File: src/rtl/circle_pair_collision_filter_defines.svh
// Assertion macros used by the top-level RTL.
`ifndef CIRCLE_PAIR_COLLISION_FILTER_DEFINES_SVH
`define CIRCLE_PAIR_COLLISION_FILTER_DEFINES_SVH
`ifndef NO_ASSERTIONS
`define CPCF_ASSERT_IMP(lbl, ante, cons) \
  lbl: assert property (@(posedge clk) disable iff (!rst_n) (ante) |-> (cons)) \
    else $error("cpcf: implication check failed");
`define CPCF_ASSERT_NEXT(lbl, ante, cons) \
  lbl: assert property (@(posedge clk) disable iff (!rst_n) (ante) |=> (cons)) \
    else $error("cpcf: next-cycle check failed");
`else
`define CPCF_ASSERT_IMP(lbl, ante, cons)
`define CPCF_ASSERT_NEXT(lbl, ante, cons)
`endif
`endif

File: src/rtl/cpcf_ram.sv
`default_nettype none
module cpcf_ram #(
  parameter int WIDTH = 96,
  parameter int DEPTH = 32
) (
  input  wire logic                     clk,
  input  wire logic                     we,
  input  wire logic [$clog2(DEPTH)-1:0] waddr,
  input  wire logic [WIDTH-1:0]         wdata,
  input  wire logic                     re,
  input  wire logic [$clog2(DEPTH)-1:0] raddr,
  output logic      [WIDTH-1:0]         rdata
);

  logic [WIDTH-1:0] mem [DEPTH];
  logic [WIDTH-1:0] rdata_r;

  always_ff @(posedge clk) begin
    if (we) begin
      mem[waddr] <= wdata;
    end
    if (re) begin
      rdata_r <= mem[raddr];
    end
  end

  assign rdata = rdata_r;

endmodule
`default_nettype wire

File: config.mk
export PLATFORM = sky130hd
export DESIGN_NAME = cpcf_ram
export DESIGN_NICKNAME = d
export VERILOG_FILES = /design/src/rtl/circle_pair_collision_filter_defines.svh /design/src/rtl/cpcf_ram.sv
export SDC_FILE = /design/constraint.sdc
export NUM_CORES = 2
export LEC_CHECK = 0
export BUFFER_PORTS_ARGS = -buffer_cell sky130_fd_sc_hd__buf_2
export CORE_MARGIN = 10
export CORE_UTILIZATION = 62
export DETAILED_ROUTE_END_ITERATION = 7
export PLACE_DENSITY = 0.88
export SETUP_SLACK_MARGIN = 0.5
export SYNTH_ARGS = -nofsm -noshare
export SYNTH_HDL_FRONTEND = slang
export SYNTH_SLANG_ARGS = --single-unit
File: constraint.sdc
create_clock -name clk -period 6.94 [get_ports clk]
set_clock_uncertainty 0.15 [all_clocks]
set_input_delay 0.694 -clock clk [delete_from_list [all_inputs] [get_ports clk]]
set_output_delay 0.694 -clock clk [all_outputs]
set_load 0.03 [all_outputs]
==> results.cfg <==
[logic_synthesis]
synth_top_family_by_area = multiplexers
synth.avg_cell_area_um2 = 21.3
synth.largest_area_cell = edfxtp_1
synth-compound-area-share_pct = 3.92
synthAdderAreaFrac_pct = 0
ys_seq_area_share_pct = 79.6
ys_seq_elements = 3168
synth_top_area_share_pct = 79.6
synth_mux_area_share_pct = 13.7
synth_area_leaders = edfxtp_1 80%, mux4_2 7.2%, mux2i_1 6.4%
synth.distinct_cells = 29
synth_xor_area_share_pct = 0
syn-cell-area_mm2 = 0.120
syn_nets = 5713
yosys_warnings = 0
synthSimpleGateAreaFrac_pct = 1.46
syn_inst = 5604

[placed_design]
globalplace.congestion = 0.768
dp_hpwl_um = 146000
portBuffers = 204

[pwr]
leakage_nw = 43.4
peakVddDrop_uv = 292
total_power_w = 0.0397
powerDensity_mw_per_mm2 = 298

[timing]
fin_crit_sh_pct = 50.0
drv_slew = 0
rsz0062_at_grt = false
min_period_ns = 3.47
hold_viol = 0
setup_viol = 0
clock.fmax_mhz = 288
slew_headroom_pct = 2.52
setup_tns_ns = 0
max_slew.worst_pin.slew_ns = 1.46

[grt]
grt_pass1_vias = 67037
grt_antenna_before_repair = 38
grt_max_degree = 129
grt_overflow_total = 0
grt_pass1_wl_um = 488000
grt_usage_pct = 32.3

[worst_setup_path]
cp.arrival_ns = 3.96
critPathLaunchType = input port
cp.required_ns = 7.43
cp-end-kind = register
critical_path_class = input port to register
crit_fanout = 51

[drt]
vias = 65523
drtPass1Iterations = 8
drtIter0Drc = 13100
viasPerCell = 7.56
avgRoutedWirePerCell_um = 40.1
ant_nets = 0
routed_wl_um = 347000
drc_errors = 3

[clock_tree]
clk_pin_slew_ns = 0.07
cts_sinks = 3168
ctsHoldBuffers = 0
h-tree-depth = 5
cts_resized = 0
clock_latency_ns = 0.97
cts_tree = done
cts.path.max_buffers = 4
cts_made_buffers = 307
cts-root-buf = clkbuf_16
cts_setup_buffers = 0

[floorplan]
fp.dieW_um = 459
fp.dieArea_mm2 = 0.211
start_util_pct = 62.2
ioPinCount = 205
die_y_um = 459
core_mm2 = 0.192
row_count = 161

[hold_path]
worstHoldPathType = input port to register

[final_layout]
syn2layout_area_growth_pct = 11.4
drive_gt1_share_pct = 18.8
nNetsFinal = 6009
final_cell_mix = 3168 x edfxtp_1, 768 x mux2i_1, 511 x a22oi_1
layout_commonest_cell = edfxtp_1
num-fill-cells = 10264

[status]
status = complete, but fails checks
violations = design-rule violations

[run]
cap_violations = 0
[sequential cells by signal, indices dropped and copies added, names as in the netlist]
register  count
mem        3072
rdata        96
[stage by stage]
step | hold slack, ns | std cells | cell area (µm²) | utilization, % | worst slack (ns)
2_1_floorplan | 0.476 | 5604 | 120000 | - | 0.886
3_3_place_gp | 0.559 | 8117 | 124000 | 64.4 | 2.79
3_5_place_dp | 0.587 | 8117 | 124000 | 64.4 | 2.70
4_1_cts | 0.00522 | 8639 | 133000 | 69.2 | 3.58
5_1_grt | 0.0746 | 8658 | 133000 | 69.3 | 3.36
6_report | 0.0585 | 8666 | 133000 | 69.3 | 3.47
[layer usage]
metal | global-route usage, % | part of all wire (%) | wire length [µm]
met1 | 40.4 | 30 | 103000
met2 | 50.3 | 48 | 166000
met3 | 9.67 | 16 | 55000
met4 | 19.9 | 6.7 | 23400
met5 | 0 | 0.046 | 161
[kinds of logic after synthesis]
kind of cell,Yosys count
mux,1152
buf+inv,319
simple gates,338
compound gates,627
flops,3168
[worst max-delay path, cell delays in order]
cell and delay, ns:
buf_2 0.44, buf_4 0.46, nor2b_4 0.73, buf_4 0.83, a22oi_1 0.29, a31oi_1 0.30
nand3_1 0.11
[synthesized netlist by cell type, drive strengths merged]
cell	n
a22o	51
and3	1
a32oi	5
mux4	384
nand2b	1
nor2	46
nor2b	15
or3	1
buf	179
nand4	45
nand2	12
a22oi	511
and3b	1
a31oi	51
or3b	2
nand3	194
inv	1
edfxtp	3168
mux2i	768
nor3	5
clkbuf	139
a21oi	9
and2	10
nand3b	5
[layout make-up]
type / count / area, µm² / area share [%]
clock inverter: 149 / 1270 / 0.953
sequential: 3168 / 95100 / 71.5
multi-input combinational: 2117 / 23100 / 17.4
timing repair buffer: 305 / 2300 / 1.73
inverter: 1 / 3.75 / 0.00282
tap: 2526 / 3160 / 2.37
antenna: 27 / 67.6 / 0.0508
clock buffer: 373 / 8040 / 6.04
[where the power goes]
group	leakage, nW	internal [W]	switching (W)
clock	4.55	0.00898	0.00727
sequential	28.6	0.0214	0.000148
combinational	10.2	0.000608	0.00135
total	43.4	0.0309	0.00878
[final timing paths]
check,startpoint,endpoint,slack [ns],cells after the start
min,wdata[94],mem[3][94],0.06,1
min reg2reg,mem[7][41],rdata[41],0.56,3
max,raddr[4],rdata[37],3.47,7
max reg2reg,mem[27][87],rdata[87],4.90,4
No activity file was read; power rests on OpenSTA's default activity.
