==> src/rtl/circle_pair_collision_filter_defines.svh <==
// Assertion macros used by the top-level RTL.
`ifndef CIRCLE_PAIR_COLLISION_FILTER_DEFINES_SVH
`define CIRCLE_PAIR_COLLISION_FILTER_DEFINES_SVH
`ifndef NO_ASSERTIONS
`define CPCF_ASSERT_IMP(lbl, ante, cons) \
  lbl: assert property (@(posedge clk) disable iff (!rst_n) (ante) |-> (cons)) \
    else $error("cpcf: implication check failed");
`define CPCF_ASSERT_NEXT(lbl, ante, cons) \
  lbl: assert property (@(posedge clk) disable iff (!rst_n) (ante) |=> (cons)) \
    else $error("cpcf: next-cycle check failed");
`else
`define CPCF_ASSERT_IMP(lbl, ante, cons)
`define CPCF_ASSERT_NEXT(lbl, ante, cons)
`endif
`endif

==> src/rtl/cpcf_pkg.sv <==
`default_nettype none
package cpcf_pkg;

  localparam int RESULT_LIMIT = 31;
  localparam int INDEX_W      = 5;

  typedef struct packed {
    logic               start_frame;
    logic signed [23:0] pos_x;
    logic signed [23:0] pos_y;
    logic [15:0]        radius;
    logic [15:0]        category_bits;
    logic [15:0]        hit_mask;
  } in_item_t;

  typedef struct packed {
    logic [INDEX_W-1:0] earlier_index;
    logic [INDEX_W-1:0] current_index;
    logic               last_pair;
  } out_item_t;

  typedef struct packed {
    logic [23:0] x;
    logic [23:0] y;
    logic [15:0] r;
    logic [15:0] cat;
    logic [15:0] mask;
  } circle_t;

  localparam int CIRCLE_W = $bits(circle_t);

  typedef struct packed {
    logic busy;
    logic pend_valid;
  } back_stat_t;

endpackage
`default_nettype wire

==> src/rtl/cpcf_front.sv <==
`default_nettype none
module cpcf_front #(
  parameter int MAX_COLLIDERS = 32,
  parameter int MASK_BITS     = 16
) (
  input  wire logic                                         clk,
  input  wire logic                                         rst_n,
  input  wire logic                                         in_push,
  input  wire cpcf_pkg::in_item_t                           in_item,
  input  wire logic                                         cmd_full,
  output logic                                              cmd_push,
  output logic [cpcf_pkg::CIRCLE_W+$clog2(MAX_COLLIDERS)-1:0] cmd_data
);
  import cpcf_pkg::*;

  localparam int IW = $clog2(MAX_COLLIDERS);
  localparam int CW = $clog2(MAX_COLLIDERS + 1);
  localparam logic [15:0] GROUP_MASK =
    (MASK_BITS >= 16) ? 16'hFFFF : 16'((32'd1 << MASK_BITS) - 32'd1);

  logic [CW-1:0] count_r, count_nxt;
  logic [CW-1:0] base;
  logic          accept, drop;
  circle_t       circ;

  assign accept = in_push && !cmd_full;
  assign base   = in_item.start_frame ? '0 : count_r;
  assign drop   = (base >= CW'(MAX_COLLIDERS));

  always_comb begin
    circ.x    = in_item.pos_x;
    circ.y    = in_item.pos_y;
    circ.r    = in_item.radius;
    circ.cat  = in_item.category_bits & GROUP_MASK;
    circ.mask = in_item.hit_mask & GROUP_MASK;
  end

  assign cmd_push = accept && !drop;
  assign cmd_data = {IW'(base), circ};

  always_comb begin
    count_nxt = count_r;
    if (accept) begin
      count_nxt = drop ? base : base + CW'(1);
    end
  end

  always_ff @(posedge clk) begin
    if (!rst_n) begin
      count_r <= '0;
    end else begin
      count_r <= count_nxt;
    end
  end

endmodule
`default_nettype wire

==> config.mk <==
export PLATFORM = sky130hd
export DESIGN_NAME = cpcf_front
export DESIGN_NICKNAME = d
export VERILOG_FILES = /design/src/rtl/circle_pair_collision_filter_defines.svh /design/src/rtl/cpcf_pkg.sv /design/src/rtl/cpcf_front.sv
export SDC_FILE = /design/constraint.sdc
export NUM_CORES = 1
export LEC_CHECK = 0
export BUFFER_PORTS_ARGS = -buffer_cell sky130_fd_sc_hd__buf_2
export CORE_MARGIN = 10
export CORE_UTILIZATION = 26
export CTS_CLUSTER_SIZE = 24
export DETAILED_ROUTE_END_ITERATION = 8
export PLACE_DENSITY = 0.93
export SYNTH_ARGS = -nofsm -noshare
export SYNTH_HDL_FRONTEND = slang
export SYNTH_SLANG_ARGS = --single-unit
==> constraint.sdc <==
create_clock -name clk -period 1.5 [get_ports clk]
set_clock_uncertainty 0.1 [all_clocks]
set_input_delay 0.15 -clock clk [delete_from_list [all_inputs] [get_ports clk]]
set_output_delay 0.15 -clock clk [all_outputs]
set_load 0.1 [all_outputs]
==> reports/qor.txt <==
FF+latch count, synth = 6
Met3 wire length = 396 um
Worst setup EP type = register
Register area share after synthesis = 0.1103
DR top layer = met4
Clk_lat worst skew = 220 ps
H-tree depth = 1
Initial DRC count = 14
Most flops, register = count_r
Starting Density = 0.2702
Min-delay src = rst_n
Clock Tree Buf Depth = 2
Num ports = 203
Initial antenna violation count = 0
Die Ht = 84.71 um
GRT Util Overall = 0.05344
Power Density = 722.9 nW/um^2
Post-CTS resize count = 0
Maxcap violations = 0
Row cnt = 23
Warning count from the yosys run = 0
# hold bufs at CTS = 0
Hold WS = 107.2 ps
Metal2 WL = 829 um
Worst path required time = 1510 ps
Slew Viols, Final = 0
Die W = 84.71 um
Flop pwr share = 0.342
Via count = 454
Critical path peak fanout = 3
CTS tree = built
Drc violations = 0
Fmax = 0.7106 GHz
Post-CTS Setup Inserts = 0
Hold Crit Class = in -> reg
Total clock sinks = 6
Top Registers = count_r (6)
DP HPWL = 1725 um
Max reg flops = 6
Hold Path Stages = 2
Final Instance Area = 666.9 sq um
Netlist cell types = 25
Largest net degree at the start of global routing = 9
Fin crit share = 0.9382
Worst R2R Setup Slack = 90 ps
Worst Slack Setup Final = 92.72 ps
Post-route ant nets = 0
Core Footprint = 4029 sq um
Power Total = 0.4821 mW
Number of diodes = 0
CTS Root Cell = clkbuf_8
PortBufs = 10
CP arrival = 1420 ps
Crit path time final = 1407 ps
Synthesized net count = 238
Routability cong. = 0.6863
Setup violators final = 0
Clock network power share = 0.503
Slew @ Worst Pin = 197.6 ps
Min-Delay Endpoint = count_r[0]
CP Class = reg -> reg
Leakage = 0.2345 nW
Vias in the first global route = 524
Average size of a mapped cell = 8.004 sq um
Reg-to-Reg End = count_r[4]
Grt ovf = 0
RSZ-0062 raised after global routing = true
Fin Setup TNS = 0 ps
Die area = 7175 sq um
CP startpoint kind = register
Area Overhead vs Synth = -38.74%
Slew headroom = 0.8680
WL final = 2037 um
R2R depth = 6
TritonCTS Buffers = 3
Pre-CTS setup slack = 86.60 ps
Worst r2r src = count_r[0]
Syn Inst Count = 136
Synthesized area = 1089 sq um
First-pass GRT wire length = 2932 um
Pint = 0.3637 mW
Switching portion of total power = 0.2456
DRT Pass-1 Iters = 4
Run status = completed
Clock edge transition at the registers on the reported setup and hold paths = 40 ps
Comb pwr share = 0.154
WL/cell = 19.59 um
Nets@finish = 158
Placed Area = 625.6 sq um
Wl on met1 = 441 um
Vias/cell = 4.365
VDD IR-drop max = 0.2197 mV
Psw = 0.1184 mW
Layout cells sized above 1 = 0.5185
Final hold vios = 0
==> synthesized netlist by cell type <==
library cell,n,area (sq um)
o21ai_0,1,5.000
nor2b_1,7,43.79
ha_1,1,12.51
buf_4,96,720.7
inv_2,1,3.750
mux2i_1,2,20.02
nand2b_1,1,6.260
o2111ai_1,1,8.760
a21oi_2,1,8.760
o211a_1,1,10.01
and2_1,2,12.51
inv_1,2,7.510
xnor2_1,1,8.760
nand2_1,3,11.26
nand3b_1,1,7.510
nand4b_1,1,8.760
and3_4,1,11.26
and4bb_1,1,12.51
dfxtp_1,6,120.1
a32oi_1,1,8.760
nor2_1,1,3.750
buf_6,1,11.26
a211oi_2,1,12.51
a21boi_1,1,7.510
a21oi_1,1,5.000
==> worst max path at each step <==
stage               slack [ps]  startpoint    endpoint  cells past startpoint
finish                      90  count_r[0]  count_r[4]                      6
global route               -30  count_r[1]  count_r[4]                      6
CTS                         80  count_r[0]  count_r[4]                      6
detailed placement          90  count_r[0]  count_r[4]                      6
global placement           140  count_r[0]  count_r[4]                      6
floorplan                 -290  count_r[0]  count_r[4]                      6
==> cells by family after synthesis <==
logic type	Yosys count	share of synthesized area
buffers and inverters	100	0.6828
DFF	6	0.1103
and+or+nand+nor	18	0.1080
muxes	2	0.01839
adders and majority gates	1	0.01149
xor gates and xnor gates	1	0.008047
AOI/OAI and AO/OA	8	0.06092
==> placed cells by master (no fill, tap or decap), types with 2 or more instances in the layout <==
cell	netlist	routed
dfxtp_1	6	3
dfxtp_2	0	3
nor2b_1	7	2
nor2b_4	0	3
buf_2	0	4
buf_12	0	6
clkbuf_8	0	3
buf_4	96	2
nor2b_2	0	2
mux2i_1	2	2
inv_1	2	2
nand2_1	3	3
and2_1	2	2
==> power groups by stage <==
stage	registers [mW]	logic [mW]	clock network [mW]
2_1_floorplan	0.167	1.26	0
3_3_place_gp	0.167	0.0743	0
3_5_place_dp	0.167	0.0756	0
4_1_cts	0.165	0.0759	0.257
5_1_grt	0.165	0.0796	0.260
6_report	0.165	0.0743	0.243
==> per-stage QoR <==
step | std cells | util
global placement | 101 | 0.1553
CTS | 104 | 0.1655
global route | 104 | 0.1655
finish | 104 | 0.1655
detailed placement | 101 | 0.1553
floorplan | 136 | -
==> metal layers <==
metal  global-route usage  up-vias
li1                     -      168
met1              0.03169      180
met2              0.06795       58
met3              0.04155       48
met4               0.1123        0
met5                    0        -
==> worst max-delay path: stages (launching register included) <==
cell      delay [ps]
dfxtp_2          320
nor2b_4          200
ha_4             160
nand4b_1         100
a211oi_2         180
xnor2_1           80
and2_1           150
==> layout make-up <==
| class | count | area, sq um |
|---|---|---|
| clock buffer | 3 | 41.29 |
| fill | 460 | 3362 |
| inverter | 3 | 11.26 |
| multi-input combinational | 30 | 272.8 |
| sequential | 6 | 123.9 |
| tap | 50 | 62.56 |
| timing repair buffer | 12 | 155.1 |
No activity file was read; power rests on OpenSTA's default activity.
