**src/rtl/circle_pair_collision_filter_defines.svh**
```systemverilog
// Assertion macros used by the top-level RTL.
`ifndef CIRCLE_PAIR_COLLISION_FILTER_DEFINES_SVH
`define CIRCLE_PAIR_COLLISION_FILTER_DEFINES_SVH
`ifndef NO_ASSERTIONS
`define CPCF_ASSERT_IMP(lbl, ante, cons) \
  lbl: assert property (@(posedge clk) disable iff (!rst_n) (ante) |-> (cons)) \
    else $error("cpcf: implication check failed");
`define CPCF_ASSERT_NEXT(lbl, ante, cons) \
  lbl: assert property (@(posedge clk) disable iff (!rst_n) (ante) |=> (cons)) \
    else $error("cpcf: next-cycle check failed");
`else
`define CPCF_ASSERT_IMP(lbl, ante, cons)
`define CPCF_ASSERT_NEXT(lbl, ante, cons)
`endif
`endif

```
**src/rtl/cpcf_pkg.sv**
```systemverilog
`default_nettype none
package cpcf_pkg;

  localparam int RESULT_LIMIT = 31;
  localparam int INDEX_W      = 5;

  typedef struct packed {
    logic               start_frame;
    logic signed [23:0] pos_x;
    logic signed [23:0] pos_y;
    logic [15:0]        radius;
    logic [15:0]        category_bits;
    logic [15:0]        hit_mask;
  } in_item_t;

  typedef struct packed {
    logic [INDEX_W-1:0] earlier_index;
    logic [INDEX_W-1:0] current_index;
    logic               last_pair;
  } out_item_t;

  typedef struct packed {
    logic [23:0] x;
    logic [23:0] y;
    logic [15:0] r;
    logic [15:0] cat;
    logic [15:0] mask;
  } circle_t;

  localparam int CIRCLE_W = $bits(circle_t);

  typedef struct packed {
    logic busy;
    logic pend_valid;
  } back_stat_t;

endpackage
`default_nettype wire

```
**src/rtl/cpcf_back.sv**
```systemverilog
`default_nettype none
module cpcf_back #(
  parameter int MAX_COLLIDERS = 32
) (
  input  wire logic                                             clk,
  input  wire logic                                             rst_n,
  input  wire logic                                             cmd_empty,
  input  wire logic [cpcf_pkg::CIRCLE_W+$clog2(MAX_COLLIDERS)-1:0] cmd_data,
  output logic                                                  cmd_pop,
  output logic                                                  ram_we,
  output logic [$clog2(MAX_COLLIDERS)-1:0]                      ram_waddr,
  output logic [cpcf_pkg::CIRCLE_W-1:0]                         ram_wdata,
  output logic                                                  ram_re,
  output logic [$clog2(MAX_COLLIDERS)-1:0]                      ram_raddr,
  input  wire logic [cpcf_pkg::CIRCLE_W-1:0]                    ram_rdata,
  input  wire logic                                             res_full,
  output logic                                                  res_push,
  output cpcf_pkg::out_item_t                                   res_data,
  output cpcf_pkg::back_stat_t                                  stat
);
  import cpcf_pkg::*;

  localparam int IW = $clog2(MAX_COLLIDERS);

  // control
  logic                busy_r, busy_nxt;
  logic [IW-1:0]       cur_idx_r;
  circle_t             cur_r;
  logic [IW-1:0]       addr_r, addr_nxt;
  logic                v1_r, v2_r, v3_r;
  logic [INDEX_W-1:0]  e1_r, e2_r, e3_r;
  logic                pend_v_r, pend_v_nxt;
  logic [INDEX_W-1:0]  pend_e_r;
  logic [INDEX_W-1:0]  taken_r, taken_nxt;

  // datapath
  logic signed [24:0]  dx2_s, dy2_s;
  logic [16:0]         rs2_s;
  logic                match2_r;
  logic signed [24:0]  dx_r, dy_r;
  logic [16:0]         rs_r;
  logic                match3_r;
  logic [49:0]         dxsq_r, dysq_r;
  logic [33:0]         rssq_r;
  logic signed [49:0]  dxsq_p, dysq_p;

  circle_t             stored;
  logic                adv, issuing, pipe_empty, finish, hit3, take;
  logic [50:0]         d2;

  assign stored     = circle_t'(ram_rdata);
  assign adv        = !res_full;
  assign issuing    = busy_r && (addr_r < cur_idx_r);
  assign pipe_empty = !v1_r && !v2_r && !v3_r;
  assign finish     = adv && busy_r && !issuing && pipe_empty;
  assign cmd_pop    = adv && !busy_r && !cmd_empty;

  assign ram_re    = adv;
  assign ram_raddr = addr_r;
  assign ram_we    = finish;
  assign ram_waddr = cur_idx_r;
  assign ram_wdata = cur_r;

  // difference, radius sum and group filter on the freshly read entry
  assign dx2_s  = $signed({stored.x[23], stored.x}) - $signed({cur_r.x[23], cur_r.x});
  assign dy2_s  = $signed({stored.y[23], stored.y}) - $signed({cur_r.y[23], cur_r.y});
  assign rs2_s  = {1'b0, stored.r} + {1'b0, cur_r.r};

  assign dxsq_p = 50'(dx_r) * 50'(dx_r);
  assign dysq_p = 50'(dy_r) * 50'(dy_r);

  assign d2   = {1'b0, dxsq_r} + {1'b0, dysq_r};
  assign hit3 = v3_r && match3_r && (d2 <= {17'd0, rssq_r});
  assign take = hit3 && (taken_r != INDEX_W'(RESULT_LIMIT));

  assign res_push = adv && pend_v_r && (take || finish);
  always_comb begin
    res_data.earlier_index = pend_e_r;
    res_data.current_index = INDEX_W'(cur_idx_r);
    res_data.last_pair     = finish;
  end

  assign stat.busy       = busy_r;
  assign stat.pend_valid = pend_v_r;

  always_comb begin
    busy_nxt   = busy_r;
    addr_nxt   = addr_r;
    pend_v_nxt = pend_v_r;
    taken_nxt  = taken_r;
    if (cmd_pop) begin
      busy_nxt   = 1'b1;
      addr_nxt   = '0;
      pend_v_nxt = 1'b0;
      taken_nxt  = '0;
    end else if (adv) begin
      if (issuing) begin
        addr_nxt = addr_r + IW'(1);
      end
      // a new hit pushes out the held one; the held one is last only at finish
      if (take) begin
        pend_v_nxt = 1'b1;
        taken_nxt  = taken_r + INDEX_W'(1);
      end
      if (finish) begin
        busy_nxt   = 1'b0;
        pend_v_nxt = 1'b0;
      end
    end
  end

  always_ff @(posedge clk) begin
    if (!rst_n) begin
      busy_r   <= 1'b0;
      addr_r   <= '0;
      pend_v_r <= 1'b0;
      taken_r  <= '0;
      v1_r     <= 1'b0;
      v2_r     <= 1'b0;
      v3_r     <= 1'b0;
    end else begin
      busy_r   <= busy_nxt;
      addr_r   <= addr_nxt;
      pend_v_r <= pend_v_nxt;
      taken_r  <= taken_nxt;
      if (adv) begin
        v1_r <= issuing;
        v2_r <= v1_r;
        v3_r <= v2_r;
      end
    end
  end

  always_ff @(posedge clk) begin
    if (cmd_pop) begin
      cur_idx_r <= cmd_data[CIRCLE_W +: IW];
      cur_r     <= circle_t'(cmd_data[CIRCLE_W-1:0]);
    end
    if (adv) begin
      e1_r     <= INDEX_W'(addr_r);
      e2_r     <= e1_r;
      dx_r     <= dx2_s;
      dy_r     <= dy2_s;
      rs_r     <= rs2_s;
      match2_r <= |((stored.mask & cur_r.cat) | (cur_r.mask & stored.cat));
      e3_r     <= e2_r;
      match3_r <= match2_r;
      dxsq_r   <= 50'(dxsq_p);
      dysq_r   <= 50'(dysq_p);
      rssq_r   <= 34'(rs_r) * 34'(rs_r);
      if (take) begin
        pend_e_r <= e3_r;
      end
    end
  end

endmodule
`default_nettype wire

```
**config.mk**
```make
export PLATFORM = sky130hd
export DESIGN_NAME = cpcf_back
export DESIGN_NICKNAME = d
export VERILOG_FILES = /design/src/rtl/circle_pair_collision_filter_defines.svh /design/src/rtl/cpcf_pkg.sv /design/src/rtl/cpcf_back.sv
export SDC_FILE = /design/constraint.sdc
export NUM_CORES = 2
export LEC_CHECK = 0
export ABC_AREA = 0
export ABC_CLOCK_PERIOD_IN_PS = 18840
export BUFFER_PORTS_ARGS = -buffer_cell sky130_fd_sc_hd__clkbuf_2
export CAP_MARGIN = 25
export CORE_ASPECT_RATIO = 1.1
export CORE_MARGIN = 2
export CORE_UTILIZATION = 50
export DETAILED_ROUTE_END_ITERATION = 10
export PLACE_DENSITY = 0.74
export SYNTH_ARGS = -nofsm -noshare
export SYNTH_HDL_FRONTEND = slang
export SYNTH_SLANG_ARGS = --single-unit
```
**constraint.sdc**
```tcl
create_clock -name clk -period 18.84 [get_ports clk]
set_input_delay 3.768 -clock clk [delete_from_list [all_inputs] [get_ports clk]]
set_output_delay 3.768 -clock clk [all_outputs]
set_load 0.02 [all_outputs]
```
==> impl_summary.txt <==
----------------------------------------------------
[Placed design]
  Post-detailed-placement cell area ... ~0.07 mm^2
  Detailed placement HPWL ... 131,000 um
  Port Buffers ... 323
  Final weighted congestion in routability-driven placement ... a little over 0.9
  Pre-CTS setup slack ... 7.98 ns

[STA]
  Final setup violation count ... 0
  Final Skew ... between 0.03 and 0.04 ns
  Pins over their slew limit ... 0
  Highest achievable clock rate ... 89.2 MHz
  Setup repair after global routing missed its margin ... false
  Part of the cycle the worst path needs ... between 50% and 60%
  Shortest period the worst path allows ... 11.22 ns
  Worst-Margin Slew ... approximately 1.1 ns
  Headroom to the max-slew limit ... a little over a quarter
  Final setup slack of the worst path ... 7.62 ns
  Number of failing hold endpoints at the final stage ... 0
  Final-layout setup total negative slack ... 0 ns

[Synth]
  EDFF count, synth ... 321
  Yosys reg bits ... 336
  Number of warning messages in the yosys log ... 0
  Synthesized netlist net count ... 8,783
  Synth area leaders ... sky130_fd_sc_hd__fa_1, sky130_fd_sc_hd__edfxtp_1, sky130_fd_sc_hd__ha_1
  Post-synth top flop ... sky130_fd_sc_hd__edfxtp_1
  Async set-or-reset flop fraction in the synthesized netlist ... 0%
  Summed instance area of the synthesized netlist ... 0.0662 mm^2
  Count of different cell masters after synthesis ... 76
  Biggest area consumer among synthesized cells ... sky130_fd_sc_hd__fa_1
  Synthesized area per cell ... 10.0 um^2
  Synthesized netlist cell count ... 6,613
  Sequential area share after synthesis ... 15.0%
  Top cell type's share of synthesized area ... 42.6%

[Clock tree]
  # clock sinks ... 336
  Inserted Clock Buffers ... 43
  Post-CTS clock slew at the launch and capture registers of the worst setup and hold paths ... about 0.060 ns
  Hold buffer count at cts ... 0
  Number of instances resized during post-cts repair ... 0
  Clock H-tree levels ... 2
  Clock Root Buffer ... sky130_fd_sc_hd__clkbuf_16
  Maximum count of clock buffers along a single path ... 3
  Post-CTS Setup Inserts ... 0
  Clk Latency, worst-skew pair ... about 0.66 ns
  TritonCTS clock tree ... yes

[Critical path]
  Startpoint kind of the worst setup timing path ... flip-flop
  Worst Path Required ... about 15 ns
  Startpoint of the worst setup timing path ... dxsq_r[6]$_DFFE_PN_
  Critical Path End Type ... primary output
  Crit path capture ... res_push
  Worst Path Arrival ... 7.45 ns
  Critical Path Fanout Max ... 8
  R2r worst-path depth ... 27
  FF-to-FF Start ... dy_r[4]$_DFFE_PN_
  Endpoint of the worst-slack reg-to-reg timing path ... dysq_r[49]$_DFFE_PN_
  Worst setup path category ... flip-flop to primary output
  R2R setup slack ... 9.89 ns

[Final layout]
  Share of cells above drive strength 1 ... between 7 and 8%
  Net total in the final layout ... between 9,000 and 10,000
  Layout Cell Area excl Fill ... 0.0714 mm^2
  Layout fillers ... 11,400
  Signed area change from the synthesized netlist to the final layout ... 7.74%

[Floorplan]
  Die Outline Area ... 0.135 mm^2
  Chip Width ... 351 um
  CORE AREA ... around 0.13 mm^2
  # IOs ... 324
  Die Ht ... 386 um
  Initial standard-cell utilization of the core ... 50.2%
  Row count ... 140

[Global route]
  Remaining Overflow, GRT ... 0
  Pin count of the biggest net entering global routing ... 67
  First-pass GRT wire length ... around 270,000 um
  Initial antenna violation count ... 5
  Via count of the first global-routing pass ... 51,900
  All-Layer GR Usage ... 25.1%

[Drt]
  Drt total wl ... ~160,000 um
  Via-per-instance ratio ... 5.27
  Remaining routing DRC violations ... 0
  First-pass detailed-route iteration total ... 7
  Mean routed wirelength per cell ... 18.5 um
  Initial drt markers ... 2,503
  Total vias in the final route ... 45,700
  Routed Antenna Nets ... 0

[Worst hold path]
  HP Class ... flip-flop to flip-flop

[Job]
  Maximum Capacitance Violations ... 0

[Status]
  Run status ... finished, final reports clean

----------------------------------------------------
[cell type report]
type                       instances  area, um^2  area share [%]
multi-input combinational       4325       48900            68.5
sequential                       336        9940            13.9
inverter                        1772        6660            9.33
tap                             1775        2220            3.11
timing repair buffer             385        2120            2.97
clock buffer                      52        1130            1.58
clock inverter                    27         375           0.526
antenna                            1        2.50         0.00351
[synth_stat cells, drive strengths merged (7+ instances only)]
library cell,count
fa,1411
nand3,54
o21bai,34
a2111oi,7
a31o,9
or2,11
edfxtp,321
a21oi,190
ha,558
a211oi,24
o211ai,13
a31oi,24
or3,15
inv,1772
clkbuf,156
nand2b,43
o21ai,123
xnor2,182
nand4,48
nor2b,75
mux2i,12
o31ai,13
a22oi,13
nor3,44
nand3b,9
buf,24
a21o,99
nor4,13
and3,29
xor2,70
o21a,29
and2,304
dfxtp,15
nor2,210
nand2,546
a21boi,21
[sequential cells by signal (all words and copies together) (netlist names), 17 cells and up]
register and count:
rssq_r 33, dysq_r 49, ram_wdata 96, dy_r 25
dxsq_r 49, dx_r 25, rs_r 17
[through the flow]
stage / hold slack (ns) / utilization, % / instances
detailed placement: 0.405 / 52.9 / 8590
global placement: 0.400 / 52.9 / 8590
global route: 0.421 / 54.1 / 8672
CTS: 0.419 / 54.1 / 8669
floorplan: 0.400 / - / 6613
finish: 0.417 / 54.1 / 8673
[cells in the final DEF, fill, tap and decap left out, drive strengths merged, types with 7 or more instances in the layout]
cell        n
nor2b      75
nor4       13
a2111oi     7
or2        11
edfxtp    321
a22oi      13
a31o        9
and3       29
bufinv      7
nand3      54
ha        558
a21oi     190
fa       1411
inv      1778
nor3       44
a211oi     24
or3        15
xnor2     182
o21bai     34
dfxtp      15
nand2     546
nand4      48
o211ai     13
a31oi      24
xor2       70
clkinv     12
and2      304
buf        61
a21o       99
nor2      210
o21ai     123
nand2b     43
o21a       29
nand3b      9
mux2i      12
clkbuf    376
a21boi     21
o31ai      13
[kinds of logic after synthesis]
| kind of cell | after synthesis | synth area share (%) |
|---|---|---|
| buf+inv | 1952 | 11.2 |
| compound gates | 656 | 6.44 |
| mux | 18 | 0.283 |
| xor+xnor | 252 | 3.33 |
| fa+ha+maj | 1969 | 53.2 |
| flops | 336 | 15.0 |
| simple gates | 1430 | 10.6 |
[worst max-delay path: stages, from the launching register on]
cell and delay (ns):
sky130_fd_sc_hd__edfxtp_1 0.39, sky130_fd_sc_hd__ha_1 0.39, sky130_fd_sc_hd__o211ai_1 0.14, sky130_fd_sc_hd__o211a_1 0.24, sky130_fd_sc_hd__a2bb2oi_1 0.17, sky130_fd_sc_hd__a211oi_1 0.62
sky130_fd_sc_hd__o21ai_1 0.38, sky130_fd_sc_hd__a31oi_1 0.55, sky130_fd_sc_hd__xnor2_1 0.13, sky130_fd_sc_hd__ha_1 0.31, sky130_fd_sc_hd__nor2b_1 0.10, sky130_fd_sc_hd__a2111oi_0 0.42
sky130_fd_sc_hd__o2111ai_1 0.17, sky130_fd_sc_hd__nor3_1 0.42, sky130_fd_sc_hd__nand4b_1 0.19, sky130_fd_sc_hd__a2111o_1 0.38, sky130_fd_sc_hd__a2111oi_2 0.23, sky130_fd_sc_hd__nand4_1 0.19
sky130_fd_sc_hd__a2111oi_2 0.27, sky130_fd_sc_hd__nand4_2 0.21, sky130_fd_sc_hd__nor3_2 0.21, sky130_fd_sc_hd__buf_4 0.29, sky130_fd_sc_hd__o21a_1 0.18, sky130_fd_sc_hd__clkbuf_2 0.18
[worst min path at each step]
stage / end / cells after the start / from
floorplan: e2_r[0]$_DFFE_PN_ / 0 / e1_r[0]$_DFFE_PN_
global placement: e2_r[4]$_DFFE_PN_ / 0 / e1_r[4]$_DFFE_PN_
detailed placement: e2_r[3]$_DFFE_PN_ / 0 / e1_r[3]$_DFFE_PN_
CTS: e2_r[3]$_DFFE_PN_ / 0 / e1_r[3]$_DFFE_PN_
global route: pend_e_r[0]$_DFFE_PP_ / 0 / e3_r[0]$_DFFE_PN_
finish: pend_e_r[0]$_DFFE_PP_ / 0 / e3_r[0]$_DFFE_PN_
[per-layer routing]
metal | up-vias | GRT usage (%) | share of wire (%)
met5 | - | 0 | 0.011
met4 | 2 | 9.77 | 4.3
met3 | 362 | 3.10 | 5.3
met2 | 1326 | 45.4 | 52
met1 | 23400 | 30.3 | 38
li1 | 20700 | - | -
Power is left out: the tool's default activity adds up to more than one toggle a clock period on the data nets, which glitch-free logic cannot reach.
