<file path="src/rtl/circle_pair_collision_filter_defines.svh">
// Assertion macros used by the top-level RTL.
`ifndef CIRCLE_PAIR_COLLISION_FILTER_DEFINES_SVH
`define CIRCLE_PAIR_COLLISION_FILTER_DEFINES_SVH
`ifndef NO_ASSERTIONS
`define CPCF_ASSERT_IMP(lbl, ante, cons) \
  lbl: assert property (@(posedge clk) disable iff (!rst_n) (ante) |-> (cons)) \
    else $error("cpcf: implication check failed");
`define CPCF_ASSERT_NEXT(lbl, ante, cons) \
  lbl: assert property (@(posedge clk) disable iff (!rst_n) (ante) |=> (cons)) \
    else $error("cpcf: next-cycle check failed");
`else
`define CPCF_ASSERT_IMP(lbl, ante, cons)
`define CPCF_ASSERT_NEXT(lbl, ante, cons)
`endif
`endif

</file>
<file path="src/rtl/cpcf_fifo.sv">
`default_nettype none
module cpcf_fifo #(
  parameter int WIDTH = 8,
  parameter int DEPTH = 2
) (
  input  wire logic             clk,
  input  wire logic             rst_n,
  input  wire logic             push,
  input  wire logic [WIDTH-1:0] wr_data,
  output logic                  full,
  input  wire logic             pop,
  output logic      [WIDTH-1:0] rd_data,
  output logic                  empty
);

  localparam int PW = $clog2(DEPTH);
  localparam int CW = $clog2(DEPTH + 1);

  logic [WIDTH-1:0] slot_r [DEPTH];
  logic [PW-1:0]    wr_ptr_r, wr_ptr_nxt;
  logic [PW-1:0]    rd_ptr_r, rd_ptr_nxt;
  logic [CW-1:0]    cnt_r, cnt_nxt;
  logic             do_push, do_pop;

  assign full    = (cnt_r == CW'(DEPTH));
  assign empty   = (cnt_r == '0);
  assign do_push = push && !full;
  assign do_pop  = pop && !empty;
  assign rd_data = slot_r[rd_ptr_r];

  always_comb begin
    wr_ptr_nxt = wr_ptr_r;
    rd_ptr_nxt = rd_ptr_r;
    cnt_nxt    = cnt_r;
    if (do_push) begin
      wr_ptr_nxt = (wr_ptr_r == PW'(DEPTH - 1)) ? '0 : wr_ptr_r + PW'(1);
    end
    if (do_pop) begin
      rd_ptr_nxt = (rd_ptr_r == PW'(DEPTH - 1)) ? '0 : rd_ptr_r + PW'(1);
    end
    if (do_push && !do_pop) begin
      cnt_nxt = cnt_r + CW'(1);
    end else if (do_pop && !do_push) begin
      cnt_nxt = cnt_r - CW'(1);
    end
  end

  always_ff @(posedge clk) begin
    if (!rst_n) begin
      wr_ptr_r <= '0;
      rd_ptr_r <= '0;
      cnt_r    <= '0;
    end else begin
      wr_ptr_r <= wr_ptr_nxt;
      rd_ptr_r <= rd_ptr_nxt;
      cnt_r    <= cnt_nxt;
    end
  end

  always_ff @(posedge clk) begin
    if (do_push) begin
      slot_r[wr_ptr_r] <= wr_data;
    end
  end

endmodule
`default_nettype wire

</file>
<file path="config.mk">
export PLATFORM = sky130hd
export DESIGN_NAME = cpcf_fifo
export DESIGN_NICKNAME = d
export VERILOG_FILES = /design/src/rtl/circle_pair_collision_filter_defines.svh /design/src/rtl/cpcf_fifo.sv
export SDC_FILE = /design/constraint.sdc
export NUM_CORES = 1
export LEC_CHECK = 0
export BUFFER_PORTS_ARGS = -buffer_cell sky130_fd_sc_hd__buf_2
export CORE_UTILIZATION = 49
export DETAILED_ROUTE_END_ITERATION = 8
export PLACE_DENSITY = 0.77
export SYNTH_ARGS = -nofsm -noshare
export SYNTH_HDL_FRONTEND = slang
export SYNTH_SLANG_ARGS = --single-unit
export TNS_END_PERCENT = 1
</file>
<file path="constraint.sdc">
create_clock -name clk -period 1.8 [get_ports clk]
set_input_delay 0.09 -clock clk [delete_from_list [all_inputs] [get_ports clk]]
set_output_delay 0.09 -clock clk [all_outputs]
set_load 0.005 [all_outputs]
</file>
==> results.md, run 1 <==
- Status: completed
- Syn-to-layout area delta: 28.90%
- Core area: roughly 0.0015 sq mm
- Final worst setup slack: about 0.22 ns
- Critical path class: flip-flop to flip-flop
- Die width: approximately 43 um
- Yosys warns: 0
- Share of power burned in registers: between 50% and 60%
- Syn Nets: 63
- Psw: between 0.0003 and 0.0004 W
- Clk_lat worst skew: 0.29 ns
- Post-synthesis mux area share: roughly 11%
- Ports: 22
- Fin Clk Skew: roughly 0.0010 ns
- Fill cells: ~120
- Slew @ Worst Pin: about 0.39 ns
- Final hold slack: between 0.04 and 0.05 ns
- Setup repair bufs after CTS: 0
- Clk root buf: clkbuf_4
- Post-Synth Adder-Cell Area: 1.546%
- Initial DRC count: 2
- Hold Violations, Final: 0
- Worst rel slew slack: between 70% and 80%
- Post-DP HPWL: roughly 840 um
- Crit path DAT: 1.81 ns
- Worst Setup End Kind: flip-flop
- Share of cells above drive strength 1: 42.17%
- GPL Wtd Cong: approximately 0.68
- Mapped Cells: 50
- Int Power: around 0.00093 W
- Hold crit path type: input pin to flip-flop
- Post-synth cell types: 20
- Tcrit/Tclk final: 87.86%
- Fin crit period: 1.581 ns
- Vias in the first global route: between 500 and 600
- N_diodes: 0
- #FFs+latches synth: 21
- Drt total wl: 1235 um
- Critical Path Source Type: flip-flop
- Worst vdd ir: 0.0007375 V
- CTS tree: yes
- Max H-tree Level: 1
- Post-Syn Area: 809.5 sq um
- Seq/Total Area, Yosys: between 70 and 80%
- Clock Path Buffers: 2
- Post-Synth XOR/XNOR Area: under 10%
- Leak: 0.4174 nW
- Post-synth ARST share: 0%
- Non-filler instance count after layout: approximately 100
- Setup TNS Final: 0 ns
- Die ar.: ~0.0018 sq mm
- Total CTS buffers: 3
- DR WL/cell: about 12 um
- FMAX: approximately 630 MHz
- Via/cell ratio: about 5
- First-pass GRT wire length: between 2000 and 2500 um
- Grt total ovfl: 0
- DRC viols: 0
- Tot Pwr: around 0.0013 W
- Synth Area in Simple Gates: under 10%
- Post-route ant nets: 0
- RSZ-0062 raised after global routing: no
- Reg2Reg Depth: 6
- Initial core utilization: a little over half
- Clock tree sinks: 21
- Initial antenna violation count: 0
- Max Transition Viols Final: 0
- Placed cell count: 87
- Pre-CTS setup slack: 0.2244 ns
- Number of enable flip-flop cells after synthesis: 16
- Synth area leaders: edfxtp_1 (59%), dfxtp_1 (12%), mux2_2 (11%)
- Critical path fanouts, max: 5
- Largest net degree at the start of global routing: 12
- Comb power frac: approximately 30%
- Synth Area per Inst: between 15 and 20 sq um
- Largest family of logic cells by synthesized area: multiplexers
- Synth area leader: edfxtp_1
- Vias: 499
- Worst endpoint required time: roughly 2.0 ns
- Final setup vio count: 0
- Sw Ratio: about 28%
- Dominant synthesized flop cell: edfxtp_1
- Compound-Gate Fraction of Synth Area: under 10%
- Reg clk slew, reported paths: 0.11 ns
- I/O Buffers: 21
- Top-area cell type share of the netlist area: ~60%
- Pre-antenna DRT Iters: 4
- Clock power frac: between 15 and 20%
- Die height: ~43 um
- Final Net Count: 97
- Hold Crit Depth: 2
- PD cells: 1237 mW/mm^2
- Site row count: 14
- GRT Total Usage: 15.91%
- Max-Cap Viols: 0
## through the flow
step	instance area (sq um)	util, %
after CTS	1044	68.47
final	1044	68.47
after detailed placement	937.1	61.49
after floorplan	809.5	-
after global routing	1044	68.47
after global placement	937.1	61.49
## final cells by class
class	instances	area (sq um)	share of cell area, %
multi-input cells	26	216.5	20.74
flip-flops and latches	21	580.6	55.64
clock buffers	4	26.28	2.518
inverters	2	7.507	0.7194
well taps	16	20.02	1.918
repair buffers	30	192.7	18.47
## state kept, by name, summed over array words and instances, names as in the netlist, named ones only
register  cells
cnt_r         2
rd_ptr_r      1
slot_r       16
wr_ptr_r      1
## critical path, stage by stage (launching register included)
cell,delay (ns)
dfxtp_1,0.43
nand2b_1,0.18
inv_2,0.06
nor2_1,0.08
ha_1,0.26
or3_1,0.35
a21boi_1,0.15
## power by group through the flow
stage                     Clock (W)  Sequential [W]  Combinational [W]
after CTS                  0.000219        0.000686           0.000396
final                      0.000217        0.000683           0.000391
after detailed placement          0        0.000696           0.000382
after floorplan                   0        0.000661           0.000273
after global routing       0.000234        0.000698           0.000442
after global placement            0        0.000689           0.000369
## Yosys cell counts (2+ instances only)
cell / instances
and2_1: 3
nor2_1: 2
edfxtp_1: 16
dfxtp_1: 5
mux2_2: 8
xnor2_1: 2
## cell families after synthesis
| family | after synthesis |
|---|---|
| xor gates and xnor gates | 3 |
| DFF | 21 |
| muxes | 8 |
| AOI/OAI and AO/OA | 5 |
| adders and majority gates | 1 |
| buffers and inverters | 3 |
| and+or+nand+nor | 9 |
## layer usage
layer  share of wire [%]  wire [um]  up-vias  track usage (%)
li1                    -          -      248                -
met1                  42        520      237            19.25
met2                  53        658       12            26.36
met4                0.73          9        0            7.500
met5                   0          0        -                0
met3                 3.8         47        2            3.879
## cell usage in the layout (no fill, tap or decap), types with 2 or more instances in the layout
cell type	netlist	final
dfxtp_1	5	5
and2_1	3	3
dlygate4sd3_1	0	8
buf_2	1	21
xnor2_1	2	2
edfxtp_1	16	16
nor2_1	2	2
clkbuf_4	0	3
mux2_2	8	8
## final timing paths
| kind | start | endpoint | slack (ns) |
|---|---|---|---|
| worst max-delay path | cnt_r[0]$_SDFFE_PN0P_ | cnt_r[1]$_SDFFE_PN0P_ | 0.22 |
| worst min-delay path | rst_n | wr_ptr_r$_SDFFE_PN0N_ | 0.05 |
| worst max register to register | cnt_r[0]$_SDFFE_PN0P_ | cnt_r[1]$_SDFFE_PN0P_ | 0.22 |
| worst min register to register | cnt_r[1]$_SDFFE_PN0P_ | cnt_r[1]$_SDFFE_PN0P_ | 0.55 |
## timing repair
item,in CTS,in global routing
endpoints found under the setup margin,0,0
hold endpoints to repair,16,0
gates resized for setup,0,0
hold buffers,8,0
Power figures use the tool's default switching activity.
==> inputs of run 2 (changes only) <==
Clock period 1.8 ns to 1.66 ns, I/O delays scaled along.
==> run 2 against run 1 <==
Effect of this change:
- clock power grew 8%
- first-iteration DRC count is the same
- clock skew is the same
- count of clock-buffer cells in the layout is the same
- critical path depth is the same
- die area is the same
- via count is the same
- hold slack lost 0.0070 ns
- routed wire length is the same
- design area grew 0.12%
- critical path type unchanged
- largest cell class unchanged
==> results.md, run 2 (same netlist as run 1, synthesis figures left out) <==
- Core area: approximately 0.0015 sq mm
- Die height: roughly 43 um
- Critical path class: flip-flop to flip-flop
- Die ar.: 0.001819 sq mm
- Hold crit path type: input pin to flip-flop
- Placed cell count: between 80 and 90
- Met2 usage: 26.36%
- Leak: 0.4177 nW
- Final Net Count: slightly below 100
- Commonest non-fill, non-tap cell in the layout: buf_2
- Total CTS buffers: 3
- Worst Setup End Kind: flip-flop
- Final setup vio count: 0
- Max H-tree Level: 1
- GRT Total Usage: approximately 16%
- Syn-to-layout area delta: 29.06%
- Status: completed
- DRC viols: 0
- Post-DP HPWL: ~840 um
- Post-route ant nets: 0
- Largest net degree at the start of global routing: 12
- I/O Buffers: 21
- Max Transition Viols Final: 0
- Initial core utilization: between 50% and 60%
- Share of cells above drive strength 1: between 40% and 50%
- CTS tree: yes
- Register with the most flip-flops: slot_r
- Top flop regs: slot_r: 16 flops, cnt_r: 2 flops
- Clock tree sinks: 21
- Ports: 22
- Via/cell ratio: around 5.0
- RSZ-0062 raised after global routing: no
- PD cells: ~1300 mW/mm^2
- Reg clk slew, reported paths: 0.11 ns
- Final hold slack: 0.04185 ns
- M3 GR Usage: approximately 3.9%
- Initial DRC count: 2
- First-pass GRT wire length: 2076 um
- FMAX: roughly 650 MHz
- Die width: 42.65 um
- Worst vdd ir: between 0.0008 and 0.0009 V
- Pre-antenna DRT Iters: 4
- Worst endpoint required time: between 1.5 and 2 ns
- Clk_lat worst skew: ~0.29 ns
- Reg area: roughly 580 sq um
- Clock Path Buffers: 2
- Hold Violations, Final: 0
- GPL Wtd Cong: between 0.6 and 0.7
- Vias in the first global route: around 530
- Fin crit period: approximately 1.5 ns
- Vias: around 500
- Worst rel slew slack: approximately 74%
- Grt total ovfl: 0
- Tcrit/Tclk final: about 90%
- Fin Clk Skew: 0.001026 ns
- Setup TNS Final: 0 ns
- Gr busiest metal: met2
- Clk root buf: clkbuf_4
- DR WL/cell: between 10 and 15 um
- Slew @ Worst Pin: 0.3922 ns
- Most frequent cells in the layout: buf_2 (21), edfxtp_1 (16), mux2_2 (8), dlygate4sd3_1 (8), dfxtp_1 (4)
- Fin util: between 60% and 70%
- Drt total wl: about 1200 um
- Site row count: 14
- Non-filler instance count after layout: 99
- Crit path DAT: roughly 1.8 ns
- Critical Path Source Type: flip-flop
- Initial antenna violation count: 0
- N_diodes: 0
- Max-Cap Viols: 0
- GRT met1 Usage: between 10% and 20%
- Fill cells: between 100 and 150
- Area occupied by multi-input gates: 216.5 sq um
- Number of flip-flops in the largest register: 16
- Critical path fanouts, max: 5
run 2: cell counts in the layout (fill, tap and decap cells not counted):
No cell type changed its count.
run 2: cell type report:
cell class / instances / area share, %
Clock buffer: 4 / 2.515
Multi-Input combinational cell: 26 / 20.72
Sequential cell: 21 / 55.69
Timing Repair Buffer: 30 / 18.44
Inverter: 2 / 0.7186
Tap cell: 16 / 1.916
run 2: path summary, 6_finish.rpt:
kind                                       startpoint                     to  slack [ns]  cells after the start
worst min register to register  cnt_r[1]$_SDFFE_PN0P_  cnt_r[1]$_SDFFE_PN0P_        0.55                      2
worst min-delay path                            rst_n  wr_ptr_r$_SDFFE_PN0N_        0.04                      2
worst max-delay path            cnt_r[0]$_SDFFE_PN0P_  cnt_r[1]$_SDFFE_PN0P_        0.12                      6
worst max register to register  cnt_r[0]$_SDFFE_PN0P_  cnt_r[1]$_SDFFE_PN0P_        0.12                      6
run 2: power by group:
part	internal [W]	switching, W	leakage (nW)
registers	0.000673	0.0000707	0.191
logic	0.000246	0.000178	0.212
clock network	0.0000934	0.000142	0.0150
run 2: per-layer routing:
layer / wire length, um / vias up
met2: 658 / 12
li1: - / 248
met4: 9 / 0
met5: 0 / -
met3: 47 / 2
met1: 520 / 237
run 2: worst max-delay path, stage by stage (launching register included):
cell	delay [ns]
dfxtp_2	0.36
nand2b_1	0.18
inv_2	0.09
nor2_1	0.04
ha_1	0.31
or3_1	0.35
a21boi_1	0.15
run 2: repair_timing:
action	CTS	global route
buffers inserted	0	0
hold buffers	8	0
gates resized for setup	0	1
endpoints found under the setup margin	0	1
endpoints found under the hold margin	16	0
run 2: stage by stage:
step           setup slack, ns  cell area, sq um  total power (W)
5_1_grt                0.03241              1045         0.001491
2_1_floorplan           0.2060             809.5         0.001013
3_3_place_gp            0.1771             937.1         0.001148
4_1_cts                0.06469              1044         0.001412
6_report                0.1202              1045         0.001403
3_5_place_dp           0.08435             937.1         0.001168
==> inputs of run 3 (changes only) <==
Settings changed: CORE_ASPECT_RATIO set to 1.2.
==> run 3 against run 2 <==
Effect of this change:
- routed wire length shrank 1.5%
- power decreased by 0.87%
- worst setup slack lost 0.00096 ns
- design area rose by 0.12%
- die area about the same
- global-route usage decreased by 0.24 points
- sequential share of layout area fell by 0.067 points
- count of clock-buffer cells in the layout unchanged
- flip-flop and latch count did not move
- sequential power about the same
- utilization grew 2.0 points
- largest cell class unchanged
- largest power group unchanged
==> results.md, run 3 (same netlist as run 1, synthesis figures left out) <==
- Largest net degree at the start of global routing: 12
- Fin Clk Skew: between 0.005 and 0.006 ns
- Clock tree sinks: 21
- Psw: approximately 0.00038 W
- Number of flip-flops in the largest register: 16
- Register with the most flip-flops: slot_r
- Worst endpoint required time: between 1.5 and 2 ns
- Critical path depth: 6
- Die height: around 47 um
- Crit path DAT: 1.76 ns
- Vias in the first global route: between 400 and 500
- Initial core utilization: approximately 55%
- Commonest non-fill, non-tap cell in the layout: buf_2
- Grt total ovfl: 0
- RSZ-0062 raised after global routing: no
- Top flop regs: slot_r: 16 flops, cnt_r: 2 flops
- FMAX: approximately 650 MHz
- Pre-antenna DRT Iters: 3
- Ports: 22
- Initial DRC count: 4
- Slowest CP cell: dfxtp_2
- Max H-tree Level: 1
- Hold Crit Depth: 2
- Max-Cap Viols: 0
- Core area: 0.001483 sq mm
- Reg2Reg Depth: 6
- Site row count: 15
- Clock Path Buffers: 2
- Leak: 0.4177 nW
- CTS tree: yes
- Clock power frac: between 10% and 20%
- Hold Violations, Final: 0
- Post-DP HPWL: between 900 and 1000 um
- Critical Path Source Type: flip-flop
- GPL Wtd Cong: approximately 0.64
- Syn-to-layout area delta: 29.21%
- Total CTS buffers: 3
- Final Net Count: 97
- Post-route ant nets: 0
- Drt total wl: between 1000 and 1500 um
- Worst rel slew slack: 75.37%
- DRC viols: 0
- First-pass GRT wire length: between 1500 and 2000 um
- PD cells: about 1300 mW/mm^2
- Worst vdd ir: roughly 0.00084 V
- Die ar.: 0.001819 sq mm
- Critical path class: flip-flop to flip-flop
- Status: completed
- Fin crit period: 1.541 ns
- Comb power frac: 30.5%
- Placed cell count: between 80 and 90
- Int Power: between 0.001 and 0.0015 W
- Vias: approximately 480
- Most frequent cells in the layout: buf_2 (21), edfxtp_1 (16), mux2_2 (8), dlygate4sd3_1 (8), dfxtp_1 (4)
- Reg clk slew, reported paths: ~0.10 ns
- Via/cell ratio: 4.820
- Clk root buf: clkbuf_4
- Reg area: roughly 580 sq um
- N_diodes: 0
- Slew @ Worst Pin: ~0.37 ns
- Die width: between 30 and 40 um
- Clk_lat worst skew: a little under 0.3 ns
- Worst Setup End Kind: flip-flop
- Fin util: a little over 70%
- GRT Total Usage: ~16%
- DR WL/cell: ~12 um
- Fill cells: around 110
- I/O Buffers: 21
- Initial antenna violation count: 0
- Top cell family by delay on the critical path: simple AND/OR/NAND/NOR gates
- Share of power burned in registers: a little over half
- Share of cells above drive strength 1: 43.37%
- Setup TNS Final: 0 ns
- Final setup vio count: 0
- WP buf/inv: 1
- Max Transition Viols Final: 0
- Critical path fanouts, max: 5
- Critical path cell sequence: nand2b_1, inv_2, nor2_1, ha_1, or3_1, a21boi_1
- CP peak stage delay: 0.36 ns
- Tcrit/Tclk final: between 90 and 100%
- Area occupied by multi-input gates: 216.5 sq um
- Non-filler instance count after layout: 100
- Hold crit path type: input pin to flip-flop
- Sw Ratio: a little over a quarter
## run 3: timing repair
action | 4_1_cts | 5_1_grt
hold endpoints to repair | 16 | 0
hold buffers | 8 | 0
setup buffers | 0 | 0
setup endpoints to repair | 0 | 1
resized for setup | 0 | 1
## run 3: layout make-up
type | instances | share of cell area (%)
Tap cell | 17 | 2.033
Sequential cell | 21 | 55.62
Clock buffer | 4 | 2.512
Multi-Input combinational cell | 26 | 20.69
Inverter | 2 | 0.7177
Timing Repair Buffer | 30 | 18.42
## run 3: routing by layer
layer | up-vias | share of wire [%] | global-route usage [%]
met3 | 2 | 4.3 | 2.899
met4 | 0 | 0.82 | 10.34
met2 | 14 | 52 | 26.00
li1 | 249 | - | -
met1 | 217 | 42 | 18.12
met5 | - | 0 | 0
## run 3: path summary, 6_finish.rpt
check | start | endpoint | slack [ns]
hold / removal | rst_n | wr_ptr_r$_SDFFE_PN0N_ | 0.05
setup reg to reg | cnt_r[0]$_SDFFE_PN0P_ | cnt_r[1]$_SDFFE_PN0P_ | 0.12
setup / recovery | cnt_r[0]$_SDFFE_PN0P_ | cnt_r[1]$_SDFFE_PN0P_ | 0.12
hold reg to reg | cnt_r[1]$_SDFFE_PN0P_ | cnt_r[1]$_SDFFE_PN0P_ | 0.54
## run 3: metrics by stage
stage	hold WS [ns]	power [W]	worst slack (ns)	area, sq um
finish	0.04566	0.001390	0.1192	1046
global placement	0.2707	0.001146	0.1771	938.4
detailed placement	0.2805	0.001165	0.08059	938.4
floorplan	0.1819	0.001013	0.2060	809.5
global route	0.02350	0.001482	0.04169	1046
CTS	0.03911	0.001405	0.05572	1045
## run 3: power groups by stage
stage | combinational [W] | sequential, W | clock, W
finish | 0.000423 | 0.000741 | 0.000226
global route | 0.000465 | 0.000755 | 0.000261
CTS | 0.000430 | 0.000742 | 0.000233
detailed placement | 0.000411 | 0.000754 | 0
global placement | 0.000398 | 0.000748 | 0
floorplan | 0.000296 | 0.000717 | 0
